<file path="config.mk">
export PLATFORM = sky130hd
export DESIGN_NAME = gidi_ram
export DESIGN_NICKNAME = d
export VERILOG_FILES = /design/src/gidi_ram.sv
export SDC_FILE = /design/constraint.sdc
export NUM_CORES = 1
export LEC_CHECK = 0
export BUFFER_PORTS_ARGS = -buffer_cell sky130_fd_sc_hd__buf_2
export CAP_MARGIN = 20
export CORE_MARGIN = 5
export CORE_UTILIZATION = 60
export CTS_CLUSTER_SIZE = 40
export DETAILED_ROUTE_END_ITERATION = 7
export PLACE_DENSITY_LB_ADDON = 0.3
export SKIP_CTS_REPAIR_TIMING = 1
export SYNTH_ARGS = -nofsm -noshare
export SYNTH_HDL_FRONTEND = slang
export SYNTH_SLANG_ARGS = --single-unit
</file>
<file path="constraint.sdc">
create_clock -name clk -period 4.7 [get_ports clk]
set_input_delay 1.175 -clock clk [delete_from_list [all_inputs] [get_ports clk]]
set_output_delay 1.175 -clock clk [all_outputs]
set_load 0.01 [all_outputs]
</file>
<file path="src/gidi_ram.sv">
// ----------------------------------------------------------------------------
// gidi_ram
// Simple dual-port RAM: one write port, one read port, registered read data.
// ----------------------------------------------------------------------------
module gidi_ram #(
  parameter int WIDTH = 8,
  parameter int DEPTH = 16,
  localparam int ADDR_W = (DEPTH > 1) ? $clog2(DEPTH) : 1
) (
  input  logic              clk,
  input  logic              we,
  input  logic [ADDR_W-1:0] waddr,
  input  logic [WIDTH-1:0]  wdata,
  input  logic [ADDR_W-1:0] raddr,
  output logic [WIDTH-1:0]  rdata
);

  logic [WIDTH-1:0] mem [DEPTH];

  always_ff @(posedge clk) begin
    if (we) begin
      mem[waddr] <= wdata;
    end
    rdata <= mem[raddr];
  end

endmodule

</file>
Word level (Yosys, flattened, before mapping)
Memory sizes are Yosys's and may differ from the RTL's. A register that Yosys moved wholly into a read port is not among the register bits.
Cells that the tools add are included.
{"block": "totals", "regBits": 0, "ramBits": 128, "in_bits": 18, "word_cells": 3, "n_memories": 1}
{"block": "classes", "n_mux": 2}
{"memory": "mem", "words": 16, "width": 8, "rd": 1, "rd_clocked_by_memory_dff": 1, "write_ports": 1, "line_no": "18", "text": "logic [WIDTH-1:0] mem [DEPTH];"}
{"op": "$mux W1", "count": 2}

Logic depth before layout (Yosys ltp)
Gate-level depths: netlist of the first run.
{"block": "depth", "depth_word": 2, "depth_mapped": 5}

Worst setup path before layout of the first run
Ideal clock, no wire load.
{"block": "synth_timing", "path_type": "in2reg", "start": "input waddr[2]", "end": "memory mem[0][0] (enable)", "setup_time_ns": 0.383, "arrival_ns": 2.285, "setup_slack_ns": 2.032, "stages": 2, "n_path_buf": 0, "path_cell_list": "or3b_2 nor3_1"}
{"element": "start, declared", "line_no": "12", "text": "input logic [ADDR_W-1:0] waddr,"}
{"element": "end, declared", "line_no": "18"}
No word-level cell before the write port.

Worst setup path after layout of the first run
{"block": "layout_timing", "start": "input waddr[2]", "end": "memory mem[1][3] (enable)"}
No word-level cell before the write port.

==> results of run 1 <==
==> layer usage <==
metal / global-route usage (%) / share of wire (%)
met5: 0 / 0
met4: 6.76 / 0.85
met3: 5.01 / 7.8
met2: 32.9 / 52
met1: 28.4 / 40
==> cell usage in the layout, fill, tap and decap left out, drive strengths merged, types with 3 or more instances in the layout <==
| master | count |
|---|---|
| clkinv | 6 |
| mux4 | 32 |
| nand2 | 9 |
| nor3 | 4 |
| clkbuf | 17 |
| bufinv | 4 |
| buf | 29 |
| dfxtp | 8 |
| edfxtp | 128 |
| a22oi | 16 |
| nor2 | 13 |
| clkinvlp | 3 |
==> power breakdown <==
| part | leakage, nW | switching, mW | internal, mW |
|---|---|---|---|
| Clock | 0.294 | 0.486 | 0.863 |
| Combinational | 0.497 | 0.0731 | 0.0503 |
| Sequential | 1.22 | 0.00903 | 1.36 |
| Total | 2.02 | 0.568 | 2.27 |
==> per-stage QoR <==
step	area (um^2)	total power [mW]	cells
final	5980	2.84	385
after global routing	5980	2.92	385
after CTS	5960	2.85	384
after detailed placement	5340	1.51	352
after global placement	5340	1.51	351
after floorplan	5150	1.46	229
==> state kept, by name, summed over array words and instances, names as in the netlist <==
signal	flops
mem	128
rdata	8
==> worst max-delay path by stage <==
stage	end	slack [ns]	cells past startpoint
after floorplan	mem[0][0]	2.03	2
after global placement	mem[0][0]	1.48	3
after detailed placement	rdata[2]	1.52	4
after CTS	rdata[5]	2.04	4
after global routing	mem[2][3]	2.24	3
final	mem[1][3]	2.37	3
==> critical path, stage by stage <==
cell and delay, ns:
buf_2 0.11, or3b_2 0.54, nor2_1 0.64
==> cell families (layout without fill, tap and decap cells) <==
group	Yosys count	in the layout	share of synthesized area [%]
AOI/OAI and AO/OA	16	16	2.33
and+or+nand+nor	35	35	3.18
muxes	32	32	15.0
buffers and inverters	10	61	1.68
DFF	136	136	77.8
==> final cells by class <==
cell class              count  share of cell area, %
clock inverters            15                   3.37
well taps                 105                   2.20
repair buffers             29                   2.76
flip-flops and latches    136                   67.0
clock buffers              17                   6.93
multi-input cells          83                   17.8
==> metrics, run 1 <==
Worst R2R Setup Slack=3.30 ns; Crit. End Element=flip-flop; Clk Latency, worst-skew pair=0.51 ns; Site Rows=33; Die Y=103 um; layout cell share with drive strength beyond 1=28.9%; Leak Pwr=2.02 nW; Hold Path Depth=3; antenna fix cells=0; fin. max-slew vios=0; clk sinks=136; maxcap violations=0; period utilization=49.7%; Fin Hold WS=0.678 ns; Hold Crit Class=reg2reg; sequential share of the synthesized area=77.8%; Mapped Nets=247; grt total ovfl=0; cell taking the most area after synthesis=edfxtp_1; Slew @ Worst Pin=0.968 ns; first-pass GRT wire length=14.7 mm; antenna violations before repair=0; gpl congestion=0.744; Place WS=1.52 ns; setup ws final=2.37 ns; Max VDD drop=286 uV; f_max=428 MHz; CP Data Required Time=4.83 ns; Hold Path Sink=rdata[3]; Min Clock Period, post-route=2.33 ns; CTS clk-pin slew, worst paths=0.06 ns; final antenna-violating net count=0; top cells by area, synth=edfxtp_1 (75%), mux4_2 (7.9%), mux4_1 (7.1%), dfxtp_1 (3.1%), a22oi_1 (2.3%); CTS tree=built; Placeable Area=8300 um^2; Final Hold Vio Count=0; DR pass1 iterations=4; CTS buffer count=17; die area=10500 um^2; FF+latch area=4000 um^2; Total Wirelength=9.78 mm; status=complete, no violations; Initial Util=62.0%; r2r endpoint=rdata[5]; list of most frequent post-synthesis cells=edfxtp_1 (128), mux4_2 (18), a22oi_1 (16); Area Growth Syn to Fin=16.1%; # nets final=285; Netlist Area Pre-Place=5150 um^2; Setup crit start=waddr[2]; root buffer cell=clkbuf_8; CP arrival=2.46 ns; slew margin rel.=35.2%; multi-input logic area=1060 um^2; top cell type's share of synthesized area=74.7%; drt via density=6.31; DR DRC count=0; largest net degree at the start of global routing=33; number of port buffers=25; WL/cell=25.4 um; final setup vio count=0; Post-synth ARST share=0%; Vias=2430; crit path max fanout=8; r2r startpoint=mem[2][5]; Seq cells post-synth=136; TNS Setup=0 ns; yosys warns=0; CTS Buffer Depth=2; Syn Area/Cell=22.5 um^2; count leader, synth=edfxtp_1; Layout fillers=458; commonest register cell after synthesis=edfxtp_1; Die Width=103 um; DP HPWL=5.76 mm; instance count of the mapped netlist=229; Yosys cell types=19; startpoint types=input pin; PwrDens=475 nW/um^2; Worst Clk Skew=0.0143 ns; Crit Path Class=in2reg; vias in the first global route=2465; RSZ-0062 raised after global routing=no; critical hold path startpoint=mem[7][3]; EDFF count, synth=128; worst r2r path cells=3; H-tree levels=4; post-layout util=72.0%; Tot GR Track Use=20.6%; first-iteration detailed-routing DRC count=209; Ports=26
(Power assumes the default switching activity.)
==> inputs of run 2 (changes only) <==
==> constraint.sdc (replaced) <==
create_clock -name clk -period 2.4 [get_ports clk]
set_input_delay 0.6 -clock clk [delete_from_list [all_inputs] [get_ports clk]]
set_output_delay 0.6 -clock clk [all_outputs]
set_load 0.01 [all_outputs]
==> run 2 against run 1 <==
  * Core utilization grew 2.1 points
  * Register-to-register slack got worse by 2.3 ns
  * First-iteration DRC count rose by 4.8%
  * Routed wire length grew 4.7%
  * Flip-flop and latch count stayed put
  * Critical path depth down 2
  * Cell count increased by 4.2%
  * Hold slack got worse by 0.21 ns
  * Clock power increased by 110%
  * Global-route usage rose by 1.8 points
  * Die area did not move
  * Largest cell class unchanged
  * Highest routed layer unchanged
==> metrics, run 2 (synthesis results as in run 1) <==
Layout fillers=461 (+0.66%); gpl congestion=0.764 (+2.8%); Site Rows=33 (unchanged); f_max=599 MHz; # nets final=301 (+5.6%); post-layout util=74.2% (+2.1 points); CP arrival=1.07 ns (-1.39 ns); Fin Hold WS=0.467 ns (-0.211 ns); RSZ-0062 raised after global routing=no; Initial Util=62.0% (unchanged); fin. max-slew vios=0 (unchanged); FF+latch area=4000 um^2 (unchanged); H-tree levels=4 (unchanged); CTS tree=built; first-pass GRT wire length=15.9 mm (+8.1%); crit path max fanout=1 (-7); Crit. End Element=primary output; Tot GR Track Use=22.3% (+1.8 points); crit-path leading delay family=flip-flops; Hold Crit Class=in2reg; Clk Latency, worst-skew pair=0.52 ns (about the same); Die Width=103 um (unchanged); WL/cell=25.5 um (+0.51%); number of flip-flops in the largest register=128 (unchanged); largest net degree at the start of global routing=33 (unchanged); Max VDD drop=573 uV (+100%); Worst Clk Skew=0.00874 ns (-0.00552 ns); Final Hold Vio Count=0 (unchanged); Vias=2531 (+4.2%); antenna violations before repair=0 (unchanged); final design area excluding fillers=6160 um^2 (+3.0%); CP peak stage delay=0.39 ns (-0.25 ns); Die Y=103 um (unchanged); Crit Path Class=reg2out; final setup vio count=0 (unchanged); Ports=26 (unchanged); final antenna-violating net count=0 (unchanged); Total Wirelength=10.2 mm (+4.7%); CP max-delay cell=dfxtp_1; status=complete, no violations; Min Clock Period, post-route=1.67 ns; total power=5.80 mW (+100%); most frequent cells in the layout=edfxtp_1 (128), buf_2 (25), mux4_2 (18), buf_4 (18); CTS clk-pin slew, worst paths=0.06 ns (about the same); root buffer cell=clkbuf_8; startpoint types=flip-flop; DP HPWL=5.82 mm (+1.0%); clk sinks=136 (unchanged); placed instance area=5490 um^2 (+2.8%); maxcap violations=0 (unchanged); die area=10500 um^2 (unchanged); Largest Register=mem; most common cell after layout, fill and taps aside=edfxtp_1; CTS Buffer Depth=2 (unchanged); number of port buffers=25 (unchanged); multi-input logic area=1060 um^2 (-0.47%); DR DRC count=0 (unchanged); slew margin rel.=71.3% (+36 points); Placeable Area=8300 um^2 (unchanged); TNS Setup=0 ns (unchanged); DR pass1 iterations=5 (+1); worst r2r path cells=3 (unchanged); Hold Path Depth=1 (-2); layout cell share with drive strength beyond 1=32.1% (+3.2 points); Slew @ Worst Pin=0.430 ns (-0.538 ns); crit path buf inv count=1 (unchanged); PwrDens=943 nW/um^2 (+99%); critical path depth=1 (-2); grt total ovfl=0 (unchanged); vias in the first global route=2651 (+7.5%); first-iteration detailed-routing DRC count=219 (+4.8%); CTS buffer count=17 (unchanged); CP cell instances=buf_2; period utilization=69.5%; Leak Pwr=2.12 nW (+5.4%); Area Growth Syn to Fin=19.6%; CP Data Required Time=1.80 ns (-3.03 ns); antenna fix cells=0 (unchanged); biggest regs=mem: 128 flops, rdata: 8 flops; drt via density=6.31 (about the same)
-- run 2: final timing paths --
check	from	slack, ns	end
setup / recovery	rdata[7]	0.73	rdata[7]
hold / removal	wdata[6]	0.47	mem[4][6]
setup reg to reg	mem[3][4]	0.96	rdata[4]
hold reg to reg	mem[12][3]	0.68	rdata[3]
-- run 2: layout make-up --
class	count	share of cell area [%]
clock buffer	18	6.79
clock inverter	14	3.98
multi-input combinational	83	17.2
sequential	136	65.0
tap	105	2.13
timing repair buffer	45	4.88
-- run 2: layer usage --
layer  track usage [%]  vias up  part of all wire [%]
li1                  -     1084                     -
met2              34.5      127                    50
met4              9.38        0                   2.0
met1              30.7     1299                    41
met3              6.02       21                   7.6
met5                 0        -                     0
-- run 2: report_power, final --
part | leakage, nW | switching (mW) | internal (mW)
Combinational | 0.586 | 0.145 | 0.108
Sequential | 1.22 | 0.0170 | 2.66
Clock | 0.314 | 0.971 | 1.91
Total | 2.12 | 1.13 | 4.67
-- run 2: metrics by stage --
step | instances | worst slack (ns)
floorplan | 229 | 0.307
finish | 401 | 0.731
detailed placement | 369 | 0.323
global placement | 369 | 0.364
global route | 401 | 0.708
CTS | 401 | 0.722
